**src/rtl/bfgt_pkg.sv**
```systemverilog
`timescale 1ns / 1ps
// ----------------------------------------------------------------------------
// bfgt_pkg
// Shared constants, codes and transaction types of the best-fit gap table.
// ----------------------------------------------------------------------------
package bfgt_pkg;

   localparam int TABLE_DEPTH = 256;
   localparam int IDX_W       = $clog2(TABLE_DEPTH);
   localparam int CNT_W       = $clog2(TABLE_DEPTH + 1);
   localparam int ROWS_MAX    = 256;

   localparam int LEN_W   = 10;
   localparam int ROW_W   = 8;
   localparam int PLACE_W = 10;
   localparam int FLOOR_W = 8;
   localparam int KEY_W   = LEN_W + ROW_W + PLACE_W;
   localparam int ENTRY_W = KEY_W + FLOOR_W;

   localparam int OP_W      = 3;
   localparam int NROWS_W   = 9;
   localparam int COUNT_W   = 9;
   localparam int STATUS_W  = 2;
   localparam int CSR_IDX_W = 1;
   localparam int CSR_DAT_W = 10;
   localparam int REQ_DAT_W = 40;
   localparam int RSP_DAT_W = 40;

   // operation codes
   localparam logic [OP_W-1:0] OP_INIT   = 3'd0;
   localparam logic [OP_W-1:0] OP_CLEAR  = 3'd1;
   localparam logic [OP_W-1:0] OP_INSERT = 3'd2;
   localparam logic [OP_W-1:0] OP_REMOVE = 3'd3;
   localparam logic [OP_W-1:0] OP_QUERY  = 3'd4;

   // status codes
   localparam logic [STATUS_W-1:0] ST_OK   = 2'd0;
   localparam logic [STATUS_W-1:0] ST_DUP  = 2'd1;
   localparam logic [STATUS_W-1:0] ST_FULL = 2'd2;
   localparam logic [STATUS_W-1:0] ST_NONE = 2'd3;

   // register indexes
   localparam logic [CSR_IDX_W-1:0] CSR_NUM_ROWS   = 1'b0;
   localparam logic [CSR_IDX_W-1:0] CSR_ROW_LENGTH = 1'b1;

   typedef struct packed {
      logic [FLOOR_W-1:0] floor_lvl;
      logic [PLACE_W-1:0] place;
      logic [ROW_W-1:0]   row;
      logic [LEN_W-1:0]   gap_length;
   } req_type;

   typedef struct packed {
      logic [STATUS_W-1:0] status;
      logic [COUNT_W-1:0]  entry_count;
      logic [FLOOR_W-1:0]  fit_floor;
      logic [PLACE_W-1:0]  fit_place;
      logic [ROW_W-1:0]    fit_row;
      logic                found;
   } rsp_type;

endpackage

```
**src/rtl/bfgt_rsp_reg.sv**
```systemverilog
`timescale 1ns / 1ps
// ----------------------------------------------------------------------------
// bfgt_rsp_reg
// Result output register; frees the sequencer while a result waits.
// ----------------------------------------------------------------------------
module bfgt_rsp_reg (
   input  logic                            clock,
   input  logic                            reset,
   input  logic                            res_valid,
   output logic                            res_ready,
   input  bfgt_pkg::rsp_type               res,
   output logic                            rsp_tvalid,
   input  logic                            rsp_tready,
   output logic [bfgt_pkg::RSP_DAT_W-1:0]  rsp_tdata
);

   logic                           vld_ff, vld_in;
   logic [bfgt_pkg::RSP_DAT_W-1:0] dat_ff, dat_in;

   assign res_ready = !vld_ff || rsp_tready;

   always_comb begin
      vld_in = vld_ff;
      dat_in = dat_ff;
      if (res_ready) begin
         vld_in = res_valid;
         if (res_valid) begin
            dat_in = bfgt_pkg::RSP_DAT_W'(res);
         end
      end
   end

   always_ff @(posedge clock) begin
      if (reset) begin
         vld_ff <= 1'b0;
      end else begin
         vld_ff <= vld_in;
      end
   end

   always_ff @(posedge clock) begin
      dat_ff <= dat_in;
   end

   assign rsp_tvalid = vld_ff;
   assign rsp_tdata  = dat_ff;

endmodule

```
**config.mk**
```make
export PLATFORM = sky130hd
export DESIGN_NAME = bfgt_rsp_reg
export DESIGN_NICKNAME = d
export VERILOG_FILES = /design/src/rtl/bfgt_pkg.sv /design/src/rtl/bfgt_rsp_reg.sv
export SDC_FILE = /design/constraint.sdc
export NUM_CORES = 1
export LEC_CHECK = 0
export BUFFER_PORTS_ARGS = -buffer_cell sky130_fd_sc_hd__buf_2
export CAP_MARGIN = 30
export CORE_MARGIN = 2
export CORE_UTILIZATION = 43
export CTS_CLUSTER_SIZE = 30
export DETAILED_ROUTE_END_ITERATION = 16
export GPL_TIMING_DRIVEN = 0
export PLACE_DENSITY = 0.93
export SLEW_MARGIN = 15
export SYNTH_ARGS = -nofsm -noshare
export SYNTH_HDL_FRONTEND = slang
export SYNTH_SLANG_ARGS = --single-unit
```
**constraint.sdc**
```tcl
create_clock -name clock -period 2.6 [get_ports clock]
set_input_delay 0.52 -clock clock [delete_from_list [all_inputs] [get_ports clock]]
set_output_delay 0.52 -clock clock [all_outputs]
set_load 0.005 [all_outputs]
```
Yosys cells after proc, flatten, opt, wreduce, memory -nomap -nowiden:

Cells that the tools add are included.

* register bits: 39
* input port bits: 42
* output and inout bits: 42
* logic and storage cells: 5

* reduce and logical (&&, ||, !) cells: 3

Operators with widths (number)
* $reduce_and A2 Y1: 1
* $logic_not A1 Y1: 1
* $logic_or A1 B1 Y1: 1

Depth between registers and ports, before layout:

Gate-level depths: netlist (run 1).

* depth after elaboration: 3
* gate-level depth with buffers: 2
* mapped depth without buffers: 2

Worst setup path after synthesis (run 1):

Ideal clock, no wire load.

* kind: input-to-reg
* start: in rsp_tready
* end: reg dat_ff, in the netlist rsp_tdata[0], enable pin
* library setup time: 0.350 ns
* data arrival time: 1.018 ns
* required time: 2.250 ns
* path slack: 1.233 ns
* stages: 2
* buffers on the path: 0
* cells stage by stage: nand2b_4 and2_4

* word-level cells in the longest chain between the ends: 2

Ends and longest elaborated chain
* start: declaration: line bfgt_rsp_reg.sv:13 `input logic rsp_tready,`
* $logic_or A1 B1 Y1: line bfgt_rsp_reg.sv:20 `assign res_ready = !vld_ff || rsp_tready;`
* $reduce_and A2 Y1 (no source line)
* end signal: assignment: line bfgt_rsp_reg.sv:42 `dat_ff <= dat_in;`
* end: declaration: line bfgt_rsp_reg.sv:18 `logic [bfgt_pkg::RSP_DAT_W-1:0] dat_ff, dat_in;`

Every way passes these cells.
A chain may end at the register's enable or synchronous reset.

Worst setup path in the final report (run 1):

* start: reg vld_ff (netlist: rsp_tvalid)
* end: out res_ready

* word-level cells in the longest chain between the ends: 2

Ends and longest elaborated chain
* start: declaration: line bfgt_rsp_reg.sv:17 `logic vld_ff, vld_in;`
* start signal: assignment: line bfgt_rsp_reg.sv:37 `vld_ff <= vld_in;`
* $logic_not A1 Y1: line bfgt_rsp_reg.sv:20
* $logic_or A1 B1 Y1: line bfgt_rsp_reg.sv:20
* end: declaration: line bfgt_rsp_reg.sv:10 `output logic res_ready,`

Every way passes these cells.

==> results.toml, run 1 <==
[status]
status = "finished clean"

[cts]
clk_latency_ps = 320
clkSlewWorstSetupHoldPaths_ps = 110
numCtsBuffers = 5
cts_tree = "done"
clockRootBuffer = "clkbuf_4"
cts_buffer_depth = 2
hold_buffers = 0
cts.sinks = 39
cts-htree-levels = 2
cts_resized = 0
postCtsSetupRepairBufs = 0

[routing]
ant_nets = 0
viasPerCell = 4.425
drcViolationCount = 0
drtIter0Drc = 12
dr.pass1.iters = 4
wl_per_cell_um = 13.22
vias = 739
totalWireLength_um = 2208

[sta]
clock_skew_ps = 2.821
final-setup-viol-count = 0
setup_tns_ps = 0
finalCritPeriodShare_pct = 54.83
rsz0062_at_grt = "no"
finalHoldViolations = 0
slew_viol_final = 0
period_needed_ps = 1426
fmax_ghz = 0.7015

[layout]
final_cells = 167
drive_gt1_share_pct = 69.12
multiInputGateArea_um2 = 38.79
diodes = 0
area_growth_pct = 43.98
final_nets = 177
seqCellArea_mm2 = 0.001161
fill_cells = 203

[synthesis]
synth_cell_types = 8
avgSynthCellArea_um2 = 26.41
synth_top_cell_by_area = "edfxtp_1"
syn_area_mm2 = 0.001215
ys_seq_area_share_pct = 95.57
synth_top_area_share_pct = 93.92
ys_ff_latch = 39
synthTopCellsByArea = "edfxtp_1 (94%), dfxtp_1 (1.6%), buf_4 (1.2%), nand2b_4 (1.1%), a21oi_2 (0.72%)"
synthCells = 46
yosysWarningCount = 0

[die]
die_w_um = 57.16
die_area_mm2 = 0.003267
start_util_pct = 44.83
core_area_mm2 = 0.002710
die_h_um = 57.16
ios = 84
rows = 19

[power_and_ir_drop]
p_per_area_mw_per_mm2 = 711.3
power_mw = 1.244
p_leak_nw = 0.7788
ir_worst_vdd_uv = 554.9

[placed_design]
placed_cells = 159
gp_congestion = 0.8003
hpwlAfterDp_um = 1708
port_buffers = 81

[setup_path]
cp-end-kind = "output pin"
critical_path_required_ps = 2080
path_class = "flop to output pin"
critPathMaxFanout = 3
arrival_ps = 910
path_delay_family = "flip-flops"
crit_slowest_cell = "dfxtp_1"
start_kind = "flop"
cp_cell_sequence = "nand2b_4, buf_2"
cpPeakStageDelay_ps = 390
crit_buf_inv = 1

[global_routing]
grt-ovfl-total = 0
grt_pass1_wl_um = 3436
grt_usage_pct = 14.19
grt_max_degree = 39
antenna_found_initial = 0
grt_pass1_vias = 784

[worst_hold_path]
hp-class = "primary input to flop"

[run]
max-cap-violations = 0
-- path summary, 6_finish.rpt --
kind	cells past startpoint	startpoint	slack, ps	end
setup / recovery	2	rsp_tvalid	1170	res_ready
hold / removal	2	reset	340	rsp_tvalid
setup reg to reg	2	rsp_tvalid	1360	rsp_tdata[14]
hold reg to reg	2	rsp_tvalid	510	rsp_tvalid
-- metal layers --
layer / part of all wire (%) / vias to the layer above / global-route usage [%]
met5: 0 / - / 0
met4: 0.18 / 0 / 3.987
met3: 17 / 2 / 9.070
met2: 49 / 60 / 23.81
met1: 34 / 326 / 14.76
li1: - / 351 / -
-- metrics by stage --
step | area, um^2 | util, % | setup WS (ps) | hold slack (ps)
2_1_floorplan | 1219 | - | 1233 | 499.9
4_1_cts | 1749 | 64.54 | 1154 | 327.3
3_5_place_dp | 1663 | 61.36 | 1033 | 497.4
5_1_grt | 1749 | 64.54 | 1125 | 326.2
6_report | 1749 | 64.54 | 1174 | 338.6
3_3_place_gp | 1663 | 61.36 | 1073 | 481.1
-- flip-flops by register name, indices dropped and copies added, names as in the netlist --
signal / count
rsp_tvalid: 1
rsp_tdata: 38
-- cell type report --
| type | instances | area share [%] |
|---|---|---|
| Multi-Input combinational cell | 5 | 2.217 |
| Buffer | 2 | 0.8584 |
| Tap cell | 31 | 2.217 |
| Sequential cell | 39 | 66.38 |
| Inverter | 1 | 0.2146 |
| Clock buffer | 6 | 2.933 |
| Timing Repair Buffer | 81 | 23.18 |
| Clock inverter | 2 | 2.003 |
-- power by group --
part	total, mW	internal, mW	switching [mW]
Sequential	0.741	0.733	0.00860
Clock	0.413	0.227	0.185
Combinational	0.0905	0.0484	0.0421
-- cells by family after synthesis --
kind of cell | Yosys count | share of synthesized area [%]
DFF | 39 | 95.57
buffers and inverters | 3 | 1.544
and+or+nand+nor | 2 | 1.854
AOI/OAI and AO/OA | 1 | 0.7210
other | 1 | 0.3087
-- layout by cell type (no fill, tap or decap) --
master / n
a21oi_2: 1
and2_4: 1
buf_2: 81
buf_4: 2
bufinv_16: 1
clkbuf_4: 5
clkbuf_8: 1
clkinv_2: 1
conb_1: 2
dfxtp_1: 1
edfxtp_1: 38
inv_1: 1
nand2b_4: 1
-- synth_stat cells --
| library cell | count |
|---|---|
| conb_1 | 1 |
| a21oi_2 | 1 |
| nand2b_4 | 1 |
| dfxtp_1 | 1 |
| and2_4 | 1 |
| inv_1 | 1 |
| buf_4 | 2 |
| edfxtp_1 | 38 |
Note: power is estimated with default switching activity, not from simulation.
==> run 2: changes to the inputs <==
Settings changed: CORE_UTILIZATION 43 to 40, PLACE_DENSITY 0.93 to 0.88.
Clock period 2.6 ns to 1.5 ns, I/O delays scaled along.
==> results.toml, run 2 (synthesis results as in run 1) <==
[setup_path]
cp-end-kind = "flop"
reg2reg_depth = 2
path_class = "flop to flop"
r2r_setup_slack_ps = 260
critPathMaxFanout = 38
r2r_start = "rsp_tvalid"
critical_path_required_ps = 1480
start_kind = "flop"
worstReg2RegEnd = "rsp_tdata[10]"
arrival_ps = 1220

[die]
ios = 84
die_area_mm2 = 0.003494
core_area_mm2 = 0.002829
rows = 19
die_w_um = 59.11
die_h_um = 59.11
start_util_pct = 42.95

[routing]
ant_nets = 0
viasPerCell = 4.461
wl_per_cell_um = 12.49
totalWireLength_um = 2085
drtIter0Drc = 12
dr.pass1.iters = 3
drcViolationCount = 0
vias = 745

[placed_design]
port_buffers = 81
gp_congestion = 0.6229
hpwlAfterDp_um = 1589
placed_cells = 159

[power_and_ir_drop]
power_mw = 2.095
pwr-share-comb_pct = 7.4
p_leak_nw = 0.7732
switching_share_pct = 19.03
p_per_area_mw_per_mm2 = 1205
power.switching_mw = 0.3986
p_seq_share_pct = 61.3
ir_worst_vdd_uv = 696.4
clock_power_share_pct = 31.3
internal_power_mw = 1.696

[cts]
cts.sinks = 39
cts-htree-levels = 2
cts_tree = "done"
clk_latency_ps = 330
cts_resized = 0
clkSlewWorstSetupHoldPaths_ps = 110
numCtsBuffers = 5
clockRootBuffer = "clkbuf_4"
hold_buffers = 0
cts_buffer_depth = 2
postCtsSetupRepairBufs = 0

[layout]
final_common_cell = "buf_2"
final_cells = 167
drive_gt1_share_pct = 68.38
final_nets = 177
fin_util_pct = 61.48
area_growth_pct = 43.15
largest_register_ffs = 38
diodes = 0
mostFrequentLayoutCells = "buf_2 (81), edfxtp_1 (38), clkbuf_4 (5)"

[global_routing]
grt_max_degree = 39
grt_pass1_wl_um = 2994
grt_pass1_vias = 711
grt_usage_pct = 12.46
grt-ovfl-total = 0
antenna_found_initial = 0

[sta]
finalCritPeriodShare_pct = 82.40
rsz0062_at_grt = "no"
setup_tns_ps = 0
period_needed_ps = 1236
clock_skew_ps = 7.857
finalHoldViolations = 0
fmax_ghz = 0.8090
slew_viol_final = 0
final-setup-viol-count = 0

[worst_hold_path]
whs_endpoint = "rsp_tvalid"
whs_path_depth = 2
hp-class = "primary input to flop"
hp-start = "reset"

[status]
status = "finished clean"

[run]
max-cap-violations = 0
[run 2: critical path, stage by stage, from the launching register on]
cell and delay, ps:
dfxtp_1 350, nand2b_4 80, and2_4 450
[run 2: cell type report]
type                            instances  area [um^2]
Multi-Input combinational cell          5        38.79
Tap cell                               31        38.79
Clock buffer                            5        37.54
Fill cell                             223         1090
Inverter                                1        3.754
Buffer                                  2        15.01
Timing Repair Buffer                   81        405.4
Clock inverter                          3        38.79
Sequential cell                        39         1161
[run 2: stage by stage]
stage               setup slack [ps]  instance area (um^2)  hold WS [ps]
global placement               199.0                  1663         460.0
detailed placement             170.6                  1663         464.7
floorplan                      352.7                  1219         362.4
finish                         263.9                  1739         113.2
global route                   199.1                  1739         93.00
CTS                            243.3                  1739         88.04
[run 2: worst max-delay path by stage]
stage                     to  slack, ps  depth (start not counted)  startpoint
2_1_floorplan   rsp_tdata[0]        350                          2  rsp_tready
3_3_place_gp   rsp_tdata[12]        200                          3  rsp_tready
3_5_place_dp   rsp_tdata[23]        170                          3  rsp_tready
4_1_cts        rsp_tdata[10]        240                          2  rsp_tvalid
5_1_grt        rsp_tdata[10]        200                          2  rsp_tvalid
6_report       rsp_tdata[10]        260                          2  rsp_tvalid
[run 2: per-layer routing]
layer | vias up | part of all wire [%] | GRT usage, %
met3 | 2 | 16 | 9.607
met2 | 55 | 53 | 22.38
met4 | 0 | 0.77 | 4.221
li1 | 351 | - | -
met1 | 337 | 30 | 10.06
met5 | - | 0 | 0
[run 2: power by group through the flow]
stage	clock, mW	sequential [mW]	combinational (mW)
floorplan	0	1.32	0.0308
global placement	0	1.31	0.152
detailed placement	0	1.31	0.158
CTS	0.686	1.28	0.158
global route	0.723	1.29	0.172
finish	0.657	1.28	0.155
