### src/rtl/bfgt_ram.sv
`timescale 1ns / 1ps
// ----------------------------------------------------------------------------
// bfgt_ram
// Generic single-write, single-read RAM with registered read data.
// ----------------------------------------------------------------------------
module bfgt_ram #(
   parameter int WIDTH = 8,
   parameter int DEPTH = 16
) (
   input  logic                     clock,
   input  logic                     wr_en,
   input  logic [$clog2(DEPTH)-1:0] wr_addr,
   input  logic [WIDTH-1:0]         wr_data,
   input  logic                     rd_en,
   input  logic [$clog2(DEPTH)-1:0] rd_addr,
   output logic [WIDTH-1:0]         rd_data
);

   logic [WIDTH-1:0] mem_ff [DEPTH];
   logic [WIDTH-1:0] rd_data_ff;

   always_ff @(posedge clock) begin
      if (wr_en) begin
         mem_ff[wr_addr] <= wr_data;
      end
      if (rd_en) begin
         rd_data_ff <= mem_ff[rd_addr];
      end
   end

   assign rd_data = rd_data_ff;

endmodule

### config.mk
export PLATFORM = sky130hd
export DESIGN_NAME = bfgt_ram
export DESIGN_NICKNAME = d
export VERILOG_FILES = /design/src/rtl/bfgt_ram.sv
export SDC_FILE = /design/constraint.sdc
export NUM_CORES = 1
export LEC_CHECK = 0
export BUFFER_PORTS_ARGS = -buffer_cell sky130_fd_sc_hd__buf_2
export CELL_PAD_IN_SITES_DETAIL_PLACEMENT = 1
export CELL_PAD_IN_SITES_GLOBAL_PLACEMENT = 2
export CORE_ASPECT_RATIO = 0.5
export CORE_UTILIZATION = 30
export DETAILED_ROUTE_END_ITERATION = 7
export PLACE_DENSITY = 0.52
export SLEW_MARGIN = 20
export SYNTH_ARGS = -nofsm -noshare
export SYNTH_HDL_FRONTEND = slang
export SYNTH_SLANG_ARGS = --single-unit
### constraint.sdc
create_clock -name clock -period 5.7 [get_ports clock]
set_clock_uncertainty 0.2 [all_clocks]
set_input_delay 0.855 -clock clock [delete_from_list [all_inputs] [get_ports clock]]
set_output_delay 0.855 -clock clock [all_outputs]
set_load 0.1 [all_outputs]
=== Yosys cells after proc, flatten, opt, wreduce, memory -nomap -nowiden ===
Memories as Yosys holds them, arrays and structs flattened. A register that Yosys moved wholly into a read port is not among the register bits.
Index checks and enable logic that the tools add are counted.

* Mux-type cells: 2

{| class="wikitable"
|+ Operator list
! cell !! number
|-
| $mux W1 || 2
|}

* Bits in registers: 0
* Memory bits (writable): 128
* Output and inout port bits: 8
* Logic and storage cells: 3
* Memories: 1

{| class="wikitable"
|+ Memory list
! name !! depth !! bits a word !! rd ports !! clocked after Yosys merged registers in !! write ports !! RTL line !! RTL
|-
| mem_ff || 16 || 8 || 1 || 1 || 1 || 19 || <nowiki>logic [WIDTH-1:0] mem_ff [DEPTH];</nowiki>
|}

=== Depth between registers and ports, before layout ===
Gate-level depths: netlist (run 1).

* Depth in word-level cells: 2
* Gate-level depth with buffers: 5
* Mapped depth without buffers: 3

=== Least setup slack after synthesis (run 1) ===
Ideal clock, no wire load.

* Kind: input-to-reg
* Start point: input wr_addr[2]
* End point: memory mem_ff[0][0] (enable)
* Library setup time: 383 ps
* Arrival time: 1,965 ps
* Data required time: 5,117 ps
* Slack: 3,152 ps
* Stages on the path: 2
* Path buffers: 0
* Cells stage by stage: or3b_2 -> nor3_1

{| class="wikitable"
|+ RTL lines
! what !! RTL line !! RTL
|-
| from (decl) || 12 || <nowiki>input logic [$clog2(DEPTH)-1:0] wr_addr,</nowiki>
|-
| to (decl) || 19 ||
|}

Straight into the memory's write port.

==> run_results.csv, run 1 <==
group,metric,value,unit
logic_synthesis,synth_top_area_share,0.781,
die,start_util,0.313,
logic_synthesis,synth_area_per_cell,22.8,um^2
final_layout,drive_gt1_frac,0.285,
grt,grt_overflow_total,0,
detailed_routing,antenna_left,0,
final_layout,num_antenna_cells,0,
detailed_routing,drtPass1Iterations,4,
timing,max_slew.worst_pin.slew,0.986,ns
logic_synthesis,synth_seq_area_share,0.781,
clocking,numCtsBuffers,17,
clocking,cts_hold_buf,0,
die,die_w,189,um
clocking,cts_max_level,4,
logic_synthesis,synth_edf_count,136,
grt,grt_first_pass_wirelength,17400,um
placed_design,port_buffers,26,
pwr,power,2.48,mW
critical_path,end_kind,"flop",
die,dieHeight,95.3,um
logic_synthesis,ys_warn_count,0,
clocking,cts.path.max_buffers,2,
critical_path,setup.worst_path.start_class,"primary input",
clocking,cts_tree,"yes",
timing,max_slew_margin,0.340,
grt,grt_pass1_vias,2626,
die,row_count,33,
final_layout,syn_to_final_growth,19.4,%
die,core,16700,um^2
critical_path,cp.arrival,2.81,ns
clocking,cts.repair_timing.setup_buffer_count,0,
critical_path,crit_fanout,20,
logic_synthesis,synth_seq_cells,136,
detailed_routing,wire_per_inst,23.1,um
detailed_routing,top_layer,"met4",
timing,layout_worst_path_cycle_share,0.503,
die,die-area,18000,um^2
placed_design,dpl.hpwl,7270,um
clocking,insertion_delay,0.41,ns
clocking,ctsRootBufferMaster,"clkbuf_16",
timing,fmax,349,MHz
timing,drv_slew,0,
logic_synthesis,synth.most_common_cell,"edfxtp_1",
logic_synthesis,ys_top_cells_by_count,"136 x edfxtp_1, 18 x mux4_2, 16 x a22oi_1",
worst_hold_path,min_path_type,"reg2reg",
detailed_routing,drtIter0Drc,145,
grt,grt_max_degree,33,
timing,period_needed,2.87,ns
timing,setup_tns,0,ns
grt,grt_antenna_before_repair,0,
timing,finalHoldViolations,0,
detailed_routing,num_vias,2391,
logic_synthesis,yosysTopAreaCell,"edfxtp_1",
detailed_routing,vias_per_cell,4.71,
die,pin_count,27,
critical_path,cp.required,5.64,ns
logic_synthesis,dominantRegCellSynth,"edfxtp_1",
timing,rsz0062_at_grt,"no",
logic_synthesis,synthArstFlopShare,0,
logic_synthesis,yosys-top-cells-area,"edfxtp_1 78%, mux4_2 7.8%, mux4_1 7.0%",
pwr,p_leak,2.04,nW
logic_synthesis,syn_nets,248,
detailed_routing,route.final.wire_length,11700,um
grt,track_usage,0.143,
pwr,powerDensity,397,nW/um^2
critical_path,crit_type,"in2reg",
detailed_routing,wl_met2,5580,um
logic_synthesis,synth_area,5230,um^2
logic_synthesis,synth_cell_types,18,
pwr,vdd_drop_max,0.000204,V
detailed_routing,wirelength_met1,5700,um
run_status,outcome,"finished, final reports clean",
timing,setup_violations,0,
final_layout,fillers,1617,
final_layout,nets,287,
clocking,cts.clk_slew.worst_paths,0.06,ns
logic_synthesis,syn_inst,229,
job,cap_violations,0,
clocking,numClockSinks,136,
detailed_routing,drc,0,
detailed_routing,dr_wl_met3,297,um
clocking,cts_resized,0,
placed_design,gp_congestion,0.688,
==> worst paths after layout <==
kind / start / cells after the start / to / slack, ns
setup / recovery: rd_addr[0] / 5 / rd_data[5] / 2.83
hold / removal: mem_ff[13][0] / 3 / rd_data[0] / 0.55
setup reg to reg: mem_ff[2][5] / 3 / rd_data[5] / 3.87
hold reg to reg: mem_ff[13][0] / 3 / rd_data[0] / 0.55
==> area by class of cell <==
| type | instances | area [um^2] | share of cell area |
|---|---|---|---|
| clock inverter | 13 | 216 | 0.0347 |
| multi-input combinational | 83 | 1060 | 0.170 |
| timing repair buffer | 30 | 160 | 0.0257 |
| clock buffer | 19 | 433 | 0.0694 |
| tap | 227 | 284 | 0.0455 |
| sequential | 136 | 4080 | 0.655 |
==> power by group <==
part | total, mW | switching, mW | internal (mW)
Sequential | 1.13 | 0.00564 | 1.13
Combinational | 0.138 | 0.0984 | 0.0397
Clock | 1.21 | 0.426 | 0.783
Total | 2.48 | 0.530 | 1.95
==> state kept, by name, indices dropped and copies added (netlist names) <==
register,cells
mem_ff,128
rd_data,8
==> worst max-delay path: stages <==
cell	delay, ns
buf_2	0.37
buf_4	0.46
mux4_1	0.63
a22oi_1	0.33
nand2_1	0.15
==> per-layer routing <==
metal	up-vias	GRT usage
met5	-	0
met4	0	0.0585
met3	11	0.0342
met2	41	0.223
met1	1281	0.194
li1	1058	-
==> cells in the final DEF, fill, tap and decap left out <==
cell        instances
edfxtp_1          136
buf_2              26
mux4_2             18
clkbuf_16          17
a22oi_1            16
mux4_1             14
nor2_1             13
nand2_1             9
bufinv_16           5
inv_6               4
buf_4               4
nor3_1              3
clkinvlp_4          3
nand3b_1            2
nand2b_1            2
clkbuf_1            2
nor2b_1             1
and2_1              1
and2b_1             1
nor3_2              1
nand3_1             1
or3b_2              1
clkinv_4            1
==> logic make-up after synthesis <==
kind of cell,count (synthesis),share of synthesized area
DFF,136,0.781
muxes,32,0.148
and+or+nand+nor,35,0.0314
buffers and inverters,10,0.0165
AOI/OAI and AO/OA,16,0.0230
==> per-stage QoR <==
step | setup WS, ns | cells | cell area (um^2) | utilization | hold slack, ns
CTS | 2.80 | 508 | 6240 | 0.373 | 0.557
global route | 2.74 | 508 | 6240 | 0.373 | 0.592
detailed placement | 2.35 | 476 | 5590 | 0.334 | 0.552
floorplan | 3.15 | 229 | 5230 | - | 0.505
global placement | 2.40 | 476 | 5590 | 0.334 | 0.531
finish | 2.83 | 508 | 6240 | 0.373 | 0.551
(Power assumes the default switching activity.)
==> run 2, diff against run 1 <==
PLACE_DENSITY = 0.54   (was 0.52)
clock period = 2.5 ns   (was 5.7 ns; I/O delays follow)
==> run_results.csv, run 2 (same netlist as run 1, synthesis figures left out) <==
group,metric,value,unit
critical_path,r2r_cells,3,
run_status,outcome,"finished, final reports clean",
pwr,powerDensity,844,nW/um^2
clocking,cts_hold_buf,0,
clocking,cts_tree,"yes",
die,start_util,0.313,
critical_path,cp.required,1.92,ns
worst_hold_path,hold_depth,1,
placed_design,pre_cts_ws,0.226,ns
detailed_routing,drtPass1Iterations,6,
placed_design,dpl.hpwl,7810,um
critical_path,slowest_stage,"buf_2",
die,pin_count,27,
die,row_count,33,
critical_path,setup.worst_path.start_class,"flop",
detailed_routing,vias_per_cell,4.77,
grt,grt_max_degree,17,
die,die-area,18000,um^2
timing,finalHoldViolations,0,
grt,track_usage,0.142,
timing,setup_violations,0,
final_layout,drive_gt1_frac,0.332,
clocking,cts.repair_timing.setup_buffer_count,0,
clocking,cts_max_level,4,
critical_path,crit_path_max_incr_delay,0.46,ns
critical_path,crit_type,"reg2out",
timing,max_slew_margin,0.642,
critical_path,crit_buf_inv,1,
grt,grt_overflow_total,0,
final_layout,final_cell_mix,"136 x edfxtp_1, 26 x buf_2, 22 x buf_4",
die,core,16700,um^2
worst_hold_path,min_path_type,"in2reg",
timing,layout_worst_path_cycle_share,0.740,
final_layout,regMostFlops,"mem_ff",
timing,max_slew.worst_pin.slew,0.536,ns
clocking,cts_resized,0,
timing,drv_slew,0,
detailed_routing,route.final.wire_length,11800,um
placed_design,gp_congestion,0.744,
timing,rsz0062_at_grt,"no",
final_layout,fillers,1615,
placed_design,placedCellCount,497,
grt,grt_first_pass_wirelength,17400,um
critical_path,crit_fanout,1,
pwr,p_leak,2.13,nW
die,die_w,189,um
clocking,cts.clk_slew.worst_paths,0.06,ns
clocking,cts.path.max_buffers,2,
final_layout,layout_commonest_cell,"edfxtp_1",
critical_path,path_cells,"buf_2",
die,dieHeight,95.3,um
grt,grt_antenna_before_repair,0,
placed_design,port_buffers,26,
final_layout,fin_util,0.380,
pwr,power,5.36,mW
timing,period_needed,1.85,ns
detailed_routing,drtIter0Drc,187,
clocking,insertion_delay,0.41,ns
critical_path,cp.arrival,1.27,ns
final_layout,layout.cells.non_filler,528,
timing,setup_tns,0,ns
critical_path,worstSetupPathDepth,1,
critical_path,cp_top_family,"buffers and inverters",
final_layout,nets,308,
final_layout,num_antenna_cells,0,
detailed_routing,antenna_left,0,
clocking,numClockSinks,136,
clocking,numCtsBuffers,17,
timing,fmax,541,MHz
grt,grt_pass1_vias,2728,
detailed_routing,drc,0,
detailed_routing,num_vias,2521,
final_layout,syn_to_final_growth,21.6,%
job,cap_violations,0,
final_layout,largest_reg_flops,128,
critical_path,end_kind,"output port",
timing,setup_ws,0.651,ns
pwr,vdd_drop_max,0.000479,V
clocking,ctsRootBufferMaster,"clkbuf_16",
detailed_routing,wire_per_inst,22.4,um
[run 2: cell type report]
type,count,area (um^2),area share
tap,227,284,0.0447
multi-input combinational,83,1060,0.166
sequential,136,4080,0.643
clock inverter,13,145,0.0228
timing repair buffer,51,355,0.0559
clock buffer,18,429,0.0675
[run 2: path summary, 6_finish.rpt]
kind / start / to / slack (ns)
hold / removal: rd_en / rd_data[7] / 0.14
hold reg to reg: mem_ff[11][2] / rd_data[2] / 0.56
setup reg to reg: mem_ff[9][3] / rd_data[3] / 0.72
setup / recovery: rd_data[7] / rd_data[7] / 0.65
[run 2: power breakdown]
| part | internal [mW] | switching, mW |
|---|---|---|
| logic | 0.109 | 0.228 |
| registers | 2.57 | 0.0139 |
| clock network | 1.48 | 0.967 |
| total | 4.15 | 1.21 |
[run 2: metal layers]
layer	GRT usage	wire (um)
met5	0	0
met4	0.0605	136
met3	0.0294	470
met2	0.220	5560
met1	0.195	5640
[run 2: stage by stage]
stage          area [um^2]  hold WS [ns]
2_1_floorplan         5230         0.274
3_5_place_dp          5780         0.555
5_1_grt               6350         0.128
6_report              6350         0.137
3_3_place_gp          5780         0.548
4_1_cts               6350         0.122
==> run 3, diff against run 2 <==
clock period = 1.6 ns   (was 2.5 ns; I/O delays follow)
==> run_results.csv, run 3 (same netlist as run 1, synthesis figures left out) <==
group,metric,value,unit
run_status,outcome,"finished, final reports clean",
critical_path,setup.worst_path.start_class,"flop",
job,cap_violations,0,
timing,fmax,634,MHz
detailed_routing,drc,0,
timing,period_needed,1.58,ns
critical_path,cp.required,1.55,ns
pwr,powerDensity,1330,nW/um^2
placed_design,gp_congestion,0.717,
grt,grt_first_pass_wirelength,16700,um
detailed_routing,num_vias,2463,
clocking,numCtsBuffers,17,
grt,grt_use_met1,0.190,
pwr,p_leak,2.11,nW
timing,layout_worst_path_cycle_share,0.986,
grt,top_usage_layer,"met2",
clocking,cts_tree,"yes",
critical_path,end_kind,"flop",
timing,max_slew.worst_pin.slew,1.02,ns
clocking,ctsRootBufferMaster,"clkbuf_16",
final_layout,final_cell_mix,"136 x edfxtp_1, 32 x mux4_2, 27 x buf_4",
final_layout,layout.cells.non_filler,531,
pwr,p_comb_frac,0.064,
detailed_routing,antenna_left,0,
placed_design,placed_area,5740,um^2
final_layout,drive_gt1_frac,0.405,
grt,grt_max_degree,19,
pwr,p_sw,1.79,mW
final_layout,layout_commonest_cell,"edfxtp_1",
grt,track_usage,0.136,
clocking,cts.clk_slew.worst_paths,0.06,ns
grt,grt_use_met3,0.0386,
pwr,seqPwrFrac,0.470,
final_layout,syn_to_final_growth,23.5,%
detailed_routing,route.final.wire_length,11100,um
placed_design,pre_cts_ws,-0.392,ns
die,die_w,189,um
clocking,cts.repair_timing.setup_buffer_count,0,
clocking,numClockSinks,136,
timing,finalHoldViolations,0,
detailed_routing,drtPass1Iterations,4,
timing,drv_slew,0,
detailed_routing,drtIter0Drc,176,
grt,grt_antenna_before_repair,0,
final_layout,fillers,1602,
die,start_util,0.313,
critical_path,crit_fanout,1,
die,core,16700,um^2
timing,rsz0062_at_grt,"yes",
die,die-area,18000,um^2
detailed_routing,wire_per_inst,20.9,um
pwr,clkPwrFrac,0.466,
die,dieHeight,95.3,um
final_layout,num_antenna_cells,0,
timing,max_slew_margin,0.318,
pwr,vdd_drop_max,0.000769,V
die,row_count,33,
clocking,cts_max_level,4,
grt,met2_usage,0.202,
worst_hold_path,min_path_type,"in2reg",
pwr,switching_share,0.208,
final_layout,regMostFlops,"mem_ff",
clocking,cts.path.max_buffers,2,
placed_design,port_buffers,26,
grt,grt_pass1_vias,2700,
final_layout,nets,310,
placed_design,placedCellCount,495,
final_layout,largest_reg_flops,128,
timing,setup_ws,0.0223,ns
grt,grt_overflow_total,0,
critical_path,crit_type,"reg2reg",
pwr,internal-power,6.80,mW
timing,setup_violations,0,
final_layout,final_cell_area,6460,um^2
detailed_routing,vias_per_cell,4.64,
placed_design,dpl.hpwl,7420,um
die,pin_count,27,
final_layout,fin_util,0.386,
critical_path,cp.arrival,1.53,ns
clocking,insertion_delay,0.41,ns
==> run 3: cell count changes in the layout (fill, tap and decap cells not counted), sizes merged <==
cell         previous run  this run
clkinv                  3         6
buf                    51        49
inv                     5         0
bufinv                  2         4
clkinvlp                3         4
dlygate4sd3             0         4
==> run 3: area by class of cell <==
cell class | instances | area (um^2) | share of cell area
Timing Repair Buffer | 53 | 413 | 0.0640
Sequential cell | 136 | 4080 | 0.633
Clock buffer | 18 | 429 | 0.0665
Multi-Input combinational cell | 83 | 1060 | 0.165
Tap cell | 227 | 284 | 0.0440
Clock inverter | 14 | 181 | 0.0281
==> run 3: through the flow <==
step,power (mW),TNS [ns],hold slack [ns]
after floorplan,4.45,-3.57,0.139
after global placement,4.62,-6.16,0.417
after detailed placement,4.64,-6.65,0.435
after CTS,8.67,0,0.00549
after global routing,8.83,-0.0920,0.0179
final,8.59,0,0.0256
==> run 3: layer usage <==
layer | up-vias | routed length [um]
met5 | - | 0
met3 | 11 | 384
met4 | 0 | 116
met1 | 1319 | 5670
li1 | 1089 | -
met2 | 44 | 4920
==> run 3: power by group through the flow <==
stage	combinational, mW	sequential [mW]	clock, mW
2_1_floorplan	0.221	4.23	0
3_3_place_gp	0.515	4.11	0
3_5_place_dp	0.527	4.11	0
4_1_cts	0.555	4.04	4.08
5_1_grt	0.591	4.04	4.20
6_report	0.551	4.04	4.00
==> run 3: worst max-delay path, stage by stage (launching register included) <==
cell,delay (ns)
edfxtp_1,0.36
mux4_2,0.47
a22oi_1,0.21
nand2_1,0.08
==> run 3: path summary, 6_finish.rpt <==
path / end / cells past startpoint / startpoint / slack (ns)
max: rd_data[4] / 3 / mem_ff[3][4] / 0.02
min: mem_ff[9][4] / 1 / wr_data[4] / 0.03
max reg2reg: rd_data[4] / 3 / mem_ff[3][4] / 0.02
min reg2reg: rd_data[1] / 3 / mem_ff[12][1] / 0.56
==> run 3: timing repair <==
action                                  CTS  global route
endpoints found under the setup margin   14             7
endpoints found under the hold margin    52             0
pin swaps                                 0             1
resized for setup                        14             4
hold buffers                              4             0
